## config.mk

```make
export PLATFORM = sky130hd
export DESIGN_NAME = led_strip_rainbow_pattern
export DESIGN_NICKNAME = d
export VERILOG_FILES = /design/src/rtl/core/lsrp_pkg.sv /design/src/rtl/core/lsrp_ctrl.sv /design/src/rtl/core/lsrp_dp.sv /design/src/rtl/core/led_strip_rainbow_pattern.sv
export SDC_FILE = /design/constraint.sdc
export NUM_CORES = 1
export LEC_CHECK = 0
export ABC_AREA = 1
export BUFFER_PORTS_ARGS = -buffer_cell sky130_fd_sc_hd__buf_2
export CAP_MARGIN = 5
export CORE_ASPECT_RATIO = 0.6
export CORE_UTILIZATION = 45
export DETAILED_ROUTE_END_ITERATION = 10
export GPL_TIMING_DRIVEN = 0
export SLEW_MARGIN = 20
export SYNTH_ARGS = -nofsm -noshare
export SYNTH_HDL_FRONTEND = slang
export SYNTH_SLANG_ARGS = --single-unit
```

## constraint.sdc

```tcl
create_clock -name i_clk -period 9.36 [get_ports i_clk]
set_clock_uncertainty 0.05 [all_clocks]
set_input_delay 1.404 -clock i_clk [delete_from_list [all_inputs] [get_ports i_clk]]
set_output_delay 1.404 -clock i_clk [all_outputs]
set_load 0.005 [all_outputs]
```

## src/rtl/core/lsrp_pkg.sv

```systemverilog
`timescale 1ns / 1ps
// Shared types and constants for the LED strip rainbow pattern block.
package lsrp_pkg;

    localparam int unsigned MaxLedsDefault = 256;

    localparam int unsigned IdxW   = 8;
    localparam int unsigned CountW = 9;
    localparam int unsigned ChanW  = 8;
    localparam int unsigned HueW   = 17;
    localparam int unsigned NumW   = 25;
    localparam int unsigned TW     = 14;

    localparam logic [HueW-1:0]   HueFull    = 17'd92160;
    localparam logic [HueW-1:0]   HueSector  = 17'd15360;
    localparam logic [CountW-1:0] OffsetStep = 9'd2;
    localparam logic [CountW-1:0] OffsetWrap = 9'd360;
    localparam logic [CountW-1:0] CountReset = 9'd24;
    localparam logic [4:0]        RampMul    = 5'd17;
    localparam logic [ChanW-1:0]  ChanFull   = 8'd255;

    localparam int unsigned DivSteps = HueW;
    localparam int unsigned StepCntW = $clog2(DivSteps);

    typedef enum logic [1:0] {
        MODE_OFF     = 2'd0,
        MODE_NAV     = 2'd1,
        MODE_RAINBOW = 2'd2,
        MODE_UNUSED  = 2'd3
    } t_mode;

    typedef enum logic {
        REG_PATTERN_MODE = 1'b0,
        REG_LED_COUNT    = 1'b1
    } t_reg_index;

    typedef enum logic [2:0] {
        ST_IDLE,
        ST_DIV,
        ST_HUE,
        ST_SECT,
        ST_FIN
    } t_state;

    typedef struct packed {
        logic load;
        logic div_step;
        logic hue_load;
        logic sect_load;
        logic out_load;
    } t_cmd;

endpackage

```

## src/rtl/core/lsrp_ctrl.sv

```systemverilog
`timescale 1ns / 1ps
// Controller: sequences one transaction through the datapath and owns the output valid flag.
module lsrp_ctrl (
    input  logic           i_clk,
    input  logic           i_rst_n,
    input  logic           i_in_valid,
    output logic           o_in_ready,
    output logic           o_out_valid,
    input  logic           i_out_ready,
    output lsrp_pkg::t_cmd o_cmd
);
    import lsrp_pkg::*;

    t_state                r_state, n_state;
    logic [StepCntW-1:0]   r_step, n_step;
    logic                  r_out_valid, n_out_valid;

    always_ff @(posedge i_clk) begin
        if (!i_rst_n) begin
            r_state     <= ST_IDLE;
            r_step      <= '0;
            r_out_valid <= 1'b0;
        end else begin
            r_state     <= n_state;
            r_step      <= n_step;
            r_out_valid <= n_out_valid;
        end
    end

    always_comb begin
        n_state     = r_state;
        n_step      = r_step;
        n_out_valid = r_out_valid;
        o_cmd       = '0;
        o_in_ready  = 1'b0;
        if (r_out_valid && i_out_ready) begin
            n_out_valid = 1'b0;
        end
        case (r_state)
            ST_IDLE: begin
                o_in_ready = 1'b1;
                if (i_in_valid) begin
                    o_cmd.load = 1'b1;
                    n_step     = '0;
                    n_state    = ST_DIV;
                end
            end
            ST_DIV: begin
                o_cmd.div_step = 1'b1;
                n_step         = r_step + 1'b1;
                if (r_step == StepCntW'(DivSteps - 1)) begin
                    n_state = ST_HUE;
                end
            end
            ST_HUE: begin
                o_cmd.hue_load = 1'b1;
                n_state        = ST_SECT;
            end
            ST_SECT: begin
                o_cmd.sect_load = 1'b1;
                n_state         = ST_FIN;
            end
            ST_FIN: begin
                if (!r_out_valid || i_out_ready) begin
                    o_cmd.out_load = 1'b1;
                    n_out_valid    = 1'b1;
                    n_state        = ST_IDLE;
                end
            end
            default: begin
                n_state = ST_IDLE;
            end
        endcase
    end

    assign o_out_valid = r_out_valid;

endmodule

```

## src/rtl/core/lsrp_dp.sv

```systemverilog
`timescale 1ns / 1ps
// Datapath: configuration, hue offset, serial hue divider, sector ramp and output register.
module lsrp_dp #(
    parameter int unsigned MAX_LEDS = lsrp_pkg::MaxLedsDefault
) (
    input  logic                         i_clk,
    input  logic                         i_rst_n,
    input  lsrp_pkg::t_cmd               i_cmd,
    input  logic                         i_cfg_we,
    input  logic                         i_cfg_index,
    input  logic [lsrp_pkg::CountW-1:0]  i_cfg_data,
    input  logic [lsrp_pkg::IdxW-1:0]    i_led_index,
    input  logic                         i_end_of_frame,
    output logic [lsrp_pkg::ChanW-1:0]   o_red,
    output logic [lsrp_pkg::ChanW-1:0]   o_green,
    output logic [lsrp_pkg::ChanW-1:0]   o_blue,
    output logic [lsrp_pkg::ChanW-1:0]   o_white
);
    import lsrp_pkg::*;

    localparam logic [CountW-1:0] CountCap =
        (MAX_LEDS < 256) ? CountW'(MAX_LEDS) : CountW'(256);

    t_mode               r_mode;
    logic [CountW-1:0]   r_count;
    logic [CountW-1:0]   r_offset;

    logic [IdxW-1:0]     r_idx;
    logic                r_eof;
    logic [CountW-1:0]   r_n;
    logic [CountW-1:0]   r_rem;
    logic [HueW-1:0]     r_qn;
    logic [HueW-1:0]     r_hue;
    logic [2:0]          r_sector;
    logic [TW:0]         r_ramp;
    logic [ChanW-1:0]    r_red, r_green, r_blue;

    logic [CountW-1:0]   eff_count;
    logic [NumW-1:0]     num;
    logic [CountW:0]     trial;
    logic                trial_ge;
    logic [HueW:0]       hue_sum;
    logic [2:0]          sector;
    logic [HueW-1:0]     sector_base;
    logic [TW-1:0]       t_pos;
    logic [19:0]         ramp_prod;
    logic [ChanW-1:0]    x;
    logic [CountW:0]     off_next;
    logic [ChanW-1:0]    n_red, n_green, n_blue;

    always_comb begin
        if (r_count == '0) begin
            eff_count = CountW'(1);
        end else if (r_count > CountCap) begin
            eff_count = CountCap;
        end else begin
            eff_count = r_count;
        end
    end

    assign num      = NumW'(i_led_index) * NumW'(HueFull);
    assign trial    = {r_rem, r_qn[HueW-1]};
    assign trial_ge = trial >= {1'b0, r_n};
    assign hue_sum  = {1'b0, r_qn} + {1'b0, r_offset, 8'd0};

    always_comb begin
        if (r_hue >= 5 * HueSector) begin
            sector = 3'd5;
        end else if (r_hue >= 4 * HueSector) begin
            sector = 3'd4;
        end else if (r_hue >= 3 * HueSector) begin
            sector = 3'd3;
        end else if (r_hue >= 2 * HueSector) begin
            sector = 3'd2;
        end else if (r_hue >= HueSector) begin
            sector = 3'd1;
        end else begin
            sector = 3'd0;
        end
        sector_base = HueW'(sector) * HueSector;
        t_pos       = TW'(r_hue - sector_base);
    end

    assign ramp_prod = 20'(r_ramp) * 20'(RampMul);
    assign x         = ramp_prod[17:10];
    assign off_next  = {1'b0, r_offset} + {1'b0, OffsetStep};

    always_comb begin
        n_red   = '0;
        n_green = '0;
        n_blue  = '0;
        if ({1'b0, r_idx} < r_n) begin
            case (r_mode)
                MODE_NAV: begin
                    if ({1'b0, r_idx} < (r_n >> 1)) begin
                        n_green = ChanFull;
                    end else begin
                        n_red = ChanFull;
                    end
                end
                MODE_RAINBOW: begin
                    case (r_sector)
                        3'd0: begin
                            n_red = ChanFull; n_green = x;
                        end
                        3'd1: begin
                            n_red = x; n_green = ChanFull;
                        end
                        3'd2: begin
                            n_green = ChanFull; n_blue = x;
                        end
                        3'd3: begin
                            n_green = x; n_blue = ChanFull;
                        end
                        3'd4: begin
                            n_red = x; n_blue = ChanFull;
                        end
                        default: begin
                            n_red = ChanFull; n_blue = x;
                        end
                    endcase
                end
                default: begin
                    n_red = '0;
                end
            endcase
        end
    end

    always_ff @(posedge i_clk) begin
        if (!i_rst_n) begin
            r_mode   <= MODE_OFF;
            r_count  <= CountReset;
            r_offset <= '0;
        end else if (i_cfg_we) begin
            case (t_reg_index'(i_cfg_index))
                REG_PATTERN_MODE: begin
                    r_mode   <= t_mode'(i_cfg_data[1:0]);
                    r_offset <= '0;
                end
                REG_LED_COUNT: begin
                    r_count <= i_cfg_data;
                end
                default: begin
                    r_count <= r_count;
                end
            endcase
        end else if (i_cmd.out_load && r_eof) begin
            if (off_next >= {1'b0, OffsetWrap}) begin
                r_offset <= CountW'(off_next - {1'b0, OffsetWrap});
            end else begin
                r_offset <= CountW'(off_next);
            end
        end
    end

    always_ff @(posedge i_clk) begin
        if (i_cmd.load) begin
            r_idx <= i_led_index;
            r_eof <= i_end_of_frame;
            r_n   <= eff_count;
            r_rem <= CountW'(num[NumW-1:HueW]);
            r_qn  <= num[HueW-1:0];
        end
        if (i_cmd.div_step) begin
            if (trial_ge) begin
                r_rem <= CountW'(trial - {1'b0, r_n});
            end else begin
                r_rem <= CountW'(trial);
            end
            r_qn <= {r_qn[HueW-2:0], trial_ge};
        end
        if (i_cmd.hue_load) begin
            if (hue_sum >= {1'b0, HueFull}) begin
                r_hue <= HueW'(hue_sum - {1'b0, HueFull});
            end else begin
                r_hue <= HueW'(hue_sum);
            end
        end
        if (i_cmd.sect_load) begin
            r_sector <= sector;
            if (sector[0]) begin
                r_ramp <= (TW+1)'(HueSector) - {1'b0, t_pos};
            end else begin
                r_ramp <= {1'b0, t_pos};
            end
        end
        if (i_cmd.out_load) begin
            r_red   <= n_red;
            r_green <= n_green;
            r_blue  <= n_blue;
        end
    end

    assign o_red   = r_red;
    assign o_green = r_green;
    assign o_blue  = r_blue;
    assign o_white = '0;

endmodule

```

## src/rtl/core/led_strip_rainbow_pattern.sv

```systemverilog
`timescale 1ns / 1ps
// Top level: LED strip colour pattern generator (off, nav lights, rotating rainbow).
// Each transaction takes one LED index and returns its RGBW colour. It passes a load
// step, the bit-serial divider that places the LED on the hue circle (index*360/count,
// in 1/256 degree units), the hue offset add, the sector split and the ramp multiply
// into the output register. No new index is taken before that, but one is taken while
// the previous result waits on the output side. Configuration writes are to be made
// only while the block is idle; the block itself does not enforce this. Writing
// pattern_mode clears the rainbow offset. White is always zero.
module led_strip_rainbow_pattern #(
    parameter int unsigned MAX_LEDS = lsrp_pkg::MaxLedsDefault
) (
    input  logic                         i_clk,
    input  logic                         i_rst_n,
    input  logic                         i_cfg_we,
    input  logic                         i_cfg_index,
    input  logic [lsrp_pkg::CountW-1:0]  i_cfg_data,
    input  logic                         i_in_valid,
    output logic                         o_in_ready,
    input  logic [lsrp_pkg::IdxW-1:0]    i_led_index,
    input  logic                         i_end_of_frame,
    output logic                         o_out_valid,
    input  logic                         i_out_ready,
    output logic [lsrp_pkg::ChanW-1:0]   o_red,
    output logic [lsrp_pkg::ChanW-1:0]   o_green,
    output logic [lsrp_pkg::ChanW-1:0]   o_blue,
    output logic [lsrp_pkg::ChanW-1:0]   o_white
);
    import lsrp_pkg::*;

    t_cmd cmd;

    lsrp_ctrl u_ctrl (
        .i_clk       (i_clk),
        .i_rst_n     (i_rst_n),
        .i_in_valid  (i_in_valid),
        .o_in_ready  (o_in_ready),
        .o_out_valid (o_out_valid),
        .i_out_ready (i_out_ready),
        .o_cmd       (cmd)
    );

    lsrp_dp #(
        .MAX_LEDS (MAX_LEDS)
    ) u_dp (
        .i_clk          (i_clk),
        .i_rst_n        (i_rst_n),
        .i_cmd          (cmd),
        .i_cfg_we       (i_cfg_we),
        .i_cfg_index    (i_cfg_index),
        .i_cfg_data     (i_cfg_data),
        .i_led_index    (i_led_index),
        .i_end_of_frame (i_end_of_frame),
        .o_red          (o_red),
        .o_green        (o_green),
        .o_blue         (o_blue),
        .o_white        (o_white)
    );

endmodule

```

==> results of run 1 <==
registers in the layout, indices dropped and copies added, names as in the netlist:
| register | cells |
|---|---|
| u_dp.r_count | 9 |
| u_ctrl.r_state | 3 |
| u_dp.r_qn | 17 |
| u_ctrl.o_out_valid | 1 |
| u_dp.r_rem | 9 |
| u_dp.r_offset | 8 |
| u_dp.r_mode | 2 |
| u_dp.o_green | 8 |
| u_ctrl.r_step | 5 |
| u_dp.r_ramp | 15 |
| u_dp.o_red | 8 |
| u_dp.o_blue | 8 |
| u_dp.r_hue | 17 |
| u_dp.r_n | 9 |
| u_dp.r_eof | 1 |
| u_dp.r_idx | 8 |
| u_dp.r_sector | 3 |
stage by stage:
step	instance area [um2]	setup WS [ps]
final	10100	5170
after detailed placement	9530	4750
after global routing	10100	5020
after CTS	10100	5200
after global placement	9470	4760
after floorplan	8890	5200
routing by layer:
metal,routed length (um),part of all wire
met3,996,0.052
met2,6760,0.35
met5,0,0
met4,231,0.012
met1,11200,0.58
power breakdown:
part / internal (uW) / leakage, uW / switching [uW]
Clock: 395 / 0.000277 / 265
Combinational: 229 / 0.00318 / 372
Sequential: 717 / 0.00120 / 43.1
logic make-up (layout without fill, tap and decap cells):
group / after synthesis / count (layout) / share of synthesized area
AOI/OAI and AO/OA: 174 / 174 / 0.110
xor gates and xnor gates: 34 / 34 / 0.0353
adders and majority gates: 104 / 104 / 0.158
buffers and inverters: 177 / 263 / 0.0797
DFF: 131 / 131 / 0.412
other: 1 / 8 / 0.000423
and+or+nand+nor: 404 / 404 / 0.205
worst max-delay path, cell delays in order:
cell and delay, ps:
buf_2 160, ha_1 350, inv_1 80, fa_1 530, inv_1 50, fa_1 450
ha_1 360, a21o_1 190, a31oi_1 230, inv_1 90, nand2_1 80, nand2_1 50
nand2_1 70, nand3_1 70, nand3_1 90, nand2_1 50
cells in the mapped netlist (all sizes together), types with 2 or more instances:
cell type,instances,area share
nand3,49,0.029
xor2,19,0.020
a211oi,2,0.0017
or2,5,0.0035
o21bai,4,0.0034
dfxtp,28,0.063
o21ai,59,0.034
nor2,91,0.043
inv,158,0.067
nand4,13,0.0099
o211ai,6,0.0051
nand2,231,0.11
a21oi,84,0.048
a21o,3,0.0025
buf,13,0.010
edfxtp,103,0.35
ha,91,0.13
nand3b,4,0.0048
fa,13,0.029
o21a,3,0.0025
xnor2,15,0.016
nor4,2,0.0014
a31oi,7,0.0066
nor3,8,0.0051
clkbuf,6,0.0025
how the worst min path moves through the flow:
stage	start	end	slack, ps	depth (start not counted)
after floorplan	u_dp.r_qn[0]	u_dp.r_hue[0]	380	0
after global placement	u_dp.r_qn[3]	u_dp.r_hue[3]	390	0
after detailed placement	u_dp.r_hue[0]	u_dp.r_ramp[0]	380	0
after CTS	u_dp.r_qn[8]	u_dp.r_hue[8]	400	0
after global routing	u_dp.r_qn[8]	u_dp.r_hue[8]	420	0
final	u_dp.r_qn[8]	u_dp.r_hue[8]	400	0
area by class of cell:
cell class                 instances  area, um2
clock buffer                      18        429
multi-input combinational        724       4540
inverter                         158        593
buffer                            19        114
sequential                       131       3650
tap                              266        333
clock inverter                    14        154
timing repair buffer              54        294
fill                            1799       9060
==> results.sh, run 1 <==
export IMPL_seq_area_frac_synth=0.412
export IMPL_grt_usage=0.203
export IMPL_synth_area_um2=8870
export IMPL_r2r_end="u_dp.r_ramp[13]"
export IMPL_synth_edff_count=103
export IMPL_path_clk_slew_ps=60
export IMPL_n_antenna_cell=0
export IMPL_io_buffers=49
export IMPL_vias_per_cell=4.88
export IMPL_synthToLayoutAreaGrowth_pct=14.1
export IMPL_powerDensity_nw_per_um2=200
export IMPL_grt_max_degree=28
export IMPL_finalWirelength_mm=19.2
export IMPL_clk_path_buf_depth=2
export IMPL_dp_hpwl_mm=15.2
export IMPL_final_setup_viol_count=0
export IMPL_synth_ff_type="edfxtp_1"
export IMPL_grtUsageMet2=0.258
export IMPL_antenna_left=0
export IMPL_startpoint="i_led_index[5]"
export IMPL_die_area_um2=20300
export IMPL_ys_seq_elements=131
export IMPL_timing_worst_setup_path_type="input port to register"
export IMPL_total_power_uw=2020
export IMPL_layout_cells_non_filler=1384
export IMPL_start_util=0.462
export IMPL_outcome="complete, no violations"
export IMPL_hp_class="register to register"
export IMPL_core_um2=19200
export IMPL_fmax_ghz=0.238
export IMPL_post_cts_resized=0
export IMPL_cp_endpoint="u_dp.r_rem[4]"
export IMPL_htreeDepth=4
export IMPL_relSlewSlack=0.475
export IMPL_place_congestion=0.866
export IMPL_grt_pass1_vias=6245
export IMPL_clk_insertion_delay_late_ps=420
export IMPL_ys_async_sr_fraction=0
export IMPL_cts_tree="done"
export IMPL_tightest_slew_ps=787
export IMPL_wire_per_inst_um=13.9
export IMPL_drcViolationCount=0
export IMPL_required_ps=9480
export IMPL_mostFrequentLayoutCell="nand2_1"
export IMPL_grt_met1_usage=0.331
export IMPL_grt_pass1_wl_mm=32.1
export IMPL_first_pass_iters=8
export IMPL_clkSinkCount=131
export IMPL_rsz0062_at_grt="false"
export IMPL_hold_ws_ps=405
export IMPL_worst_path_max_fanout=5
export IMPL_cts_buffers_inserted=17
export IMPL_root_buffer="clkbuf_16"
export IMPL_final_cell_mix="nand2_1 (213), inv_1 (155), edfxtp_1 (103)"
export IMPL_setup_tns_ps=0
export IMPL_crit_path_end_kind="register"
export IMPL_dr_total_vias=6757
export IMPL_dp_cells=1352
export IMPL_fp_dieH_um=111
export IMPL_avgSynthCellArea_um2=8.65
export IMPL_leakage_uw=0.00466
export IMPL_ctsHoldBuffers=0
export IMPL_met3_usage=0.0443
export IMPL_max_cap_violations=0
export IMPL_postCtsSetupRepairBufs=0
export IMPL_final_nets=1233
export IMPL_hold_viol=0
export IMPL_synth_cells=1025
export IMPL_ir_drop_uv=144
export IMPL_reg2reg_from="u_dp.r_hue[13]"
export IMPL_grt_overflow_total=0
export IMPL_antenna_found_initial=0
export IMPL_rows=39
export IMPL_final_core_util=0.527
export IMPL_worst_ep_arrival_time_ps=4320
export IMPL_synth_cell_type_count=52
export IMPL_start_kind="input port"
export IMPL_final_layout_size_suffix_gt1_frac=0.129
export IMPL_min_period_over_period=0.448
export IMPL_period_needed_ps=4190
export IMPL_reg2regPathDepth=18
export IMPL_dr_first_iter_drc_count=461
export IMPL_drv_slew=0
export IMPL_die_w_um=183
export IMPL_r2r_slack_ps=5720
export IMPL_grt_busiest_layer="met1"
export IMPL_yosys_warnings=0
export IMPL_ios=58
(Power assumes the default switching activity.)
==> inputs of run 2 (changes only) <==
==> constraint.sdc (replaced) <==
create_clock -name i_clk -period 4 [get_ports i_clk]
set_clock_uncertainty 0.05 [all_clocks]
set_input_delay 0.6 -clock i_clk [delete_from_list [all_inputs] [get_ports i_clk]]
set_output_delay 0.6 -clock i_clk [all_outputs]
set_load 0.005 [all_outputs]
==> run 2 against run 1 <==
Effect of this change:
- via count did not move
- clock power rose by 130%
- register-to-register slack got worse by 5400 ps
- cell area did not move
- critical path type is now register to register
- cell count unchanged
- critical endpoint is now u_dp.r_ramp[13]
==> results.sh, run 2 (synthesis results as in run 1) <==
export IMPL_powerDensity_nw_per_um2=467
export IMPL_antenna_found_initial=0
export IMPL_final_core_util=0.527
export IMPL_core_um2=19200
export IMPL_ir_drop_uv=336
export IMPL_setup_tns_ps=0
export IMPL_final_nets=1233
export IMPL_die_w_um=183
export IMPL_required_ps=4120
export IMPL_dr_total_vias=6757
export IMPL_leakage_uw=0.00466
export IMPL_clkSinkCount=131
export IMPL_max_cap_violations=0
export IMPL_fmax_ghz=0.275
export IMPL_root_buffer="clkbuf_16"
export IMPL_min_period_over_period=0.910
export IMPL_vias_per_cell=4.88
export IMPL_start_util=0.462
export IMPL_n_antenna_cell=0
export IMPL_worst_ep_arrival_time_ps=3760
export IMPL_hp_class="input port to register"
export IMPL_grt_usage=0.203
export IMPL_dp_hpwl_mm=15.2
export IMPL_fp_dieH_um=111
export IMPL_period_needed_ps=3640
export IMPL_rsz0062_at_grt="false"
export IMPL_ios=58
export IMPL_clk_insertion_delay_late_ps=420
export IMPL_antenna_left=0
export IMPL_tightest_slew_ps=787
export IMPL_largestRegisters="u_dp.r_hue x17, u_dp.r_qn x17, u_dp.r_ramp x15"
export IMPL_start_kind="register"
export IMPL_final_setup_viol_count=0
export IMPL_placed_area_um2=9530
export IMPL_r2r_slack_ps=360
export IMPL_final_layout_size_suffix_gt1_frac=0.129
export IMPL_crit_path_end_kind="register"
export IMPL_relSlewSlack=0.475
export IMPL_io_buffers=49
export IMPL_cts_tree="done"
export IMPL_wire_per_inst_um=13.9
export IMPL_dr_first_iter_drc_count=461
export IMPL_grt_max_degree=28
export IMPL_finalWirelength_mm=19.2
export IMPL_grt_overflow_total=0
export IMPL_htreeDepth=4
export IMPL_die_area_um2=20300
export IMPL_worst_path_max_fanout=5
export IMPL_hold_viol=0
export IMPL_stdcell_area_um2=10100
export IMPL_grt_pass1_wl_mm=32.1
export IMPL_hold_ws_ps=334
export IMPL_mostFrequentLayoutCell="nand2_1"
export IMPL_clk_path_buf_depth=2
export IMPL_drcViolationCount=0
export IMPL_timing_worst_setup_path_type="register to register"
export IMPL_place_congestion=0.866
export IMPL_final_cell_mix="nand2_1 (213), inv_1 (155), edfxtp_1 (103)"
export IMPL_first_pass_iters=8
export IMPL_outcome="complete, no violations"
export IMPL_rows=39
export IMPL_synthToLayoutAreaGrowth_pct=14.1
export IMPL_fillers=1799
export IMPL_drv_slew=0
export IMPL_grt_pass1_vias=6245
export IMPL_cts_buffers_inserted=17
export IMPL_path_clk_slew_ps=60
## run 2: cell counts in the layout (fill, tap and decap cells not counted)
No cell type changed its count.
## run 2: where the power goes
part	leakage (uW)	switching [uW]	internal [uW]	total [uW]
combinational	0.00318	870	536	1410
sequential	0.00120	101	1680	1780
clock	0.000277	619	923	1540
## run 2: path summary, 6_finish.rpt
path	startpoint	end	cells after the start
max	u_dp.r_hue[13]	u_dp.r_ramp[13]	18
min reg2reg	u_dp.r_qn[8]	u_dp.r_hue[8]	0
min	i_cfg_data[4]	u_dp.r_count[4]	3
max reg2reg	u_dp.r_hue[13]	u_dp.r_ramp[13]	18
## run 2: what timing repair did
action,4_1_cts,5_1_grt
setup endpoints to repair,0,2
hold buffers,0,0
resized for setup,0,1
buffers inserted,0,0
## run 2: final cells by class
| class | instances | area (um2) | area share |
|---|---|---|---|
| multi-input cells | 724 | 4540 | 0.449 |
| flip-flops and latches | 131 | 3650 | 0.361 |
| inverters | 158 | 593 | 0.0586 |
| clock buffers | 18 | 429 | 0.0424 |
| well taps | 266 | 333 | 0.0329 |
| repair buffers | 54 | 294 | 0.0291 |
| clock inverters | 14 | 154 | 0.0152 |
| plain buffers | 19 | 114 | 0.0113 |
## run 2: stage by stage
stage | power, uW | worst slack (ps) | instances
floorplan | 2840 | 647 | 1032
global placement | 3180 | 208 | 1347
detailed placement | 3190 | 190 | 1352
CTS | 4750 | 332 | 1384
global route | 5020 | 5.69 | 1384
finish | 4730 | 359 | 1384
## run 2: per-layer routing
layer  share of wire  global-route usage
met1            0.58               0.331
met2            0.35               0.258
met3           0.052              0.0443
met4           0.012              0.0611
met5               0                   0
## run 2: worst max-delay path, stage by stage, from the launching register on
cell	delay, ps
edfxtp_1	490
nand2_1	230
nor2_1	70
nor2_1	120
o21ai_0	100
nand4_1	80
nand2_1	50
nand2_1	170
inv_1	160
fa_1	560
inv_1	60
ha_1	270
inv_1	40
ha_1	320
xor2_1	280
nor2_1	70
nand2_1	70
nand2_1	60
xor2_1	140
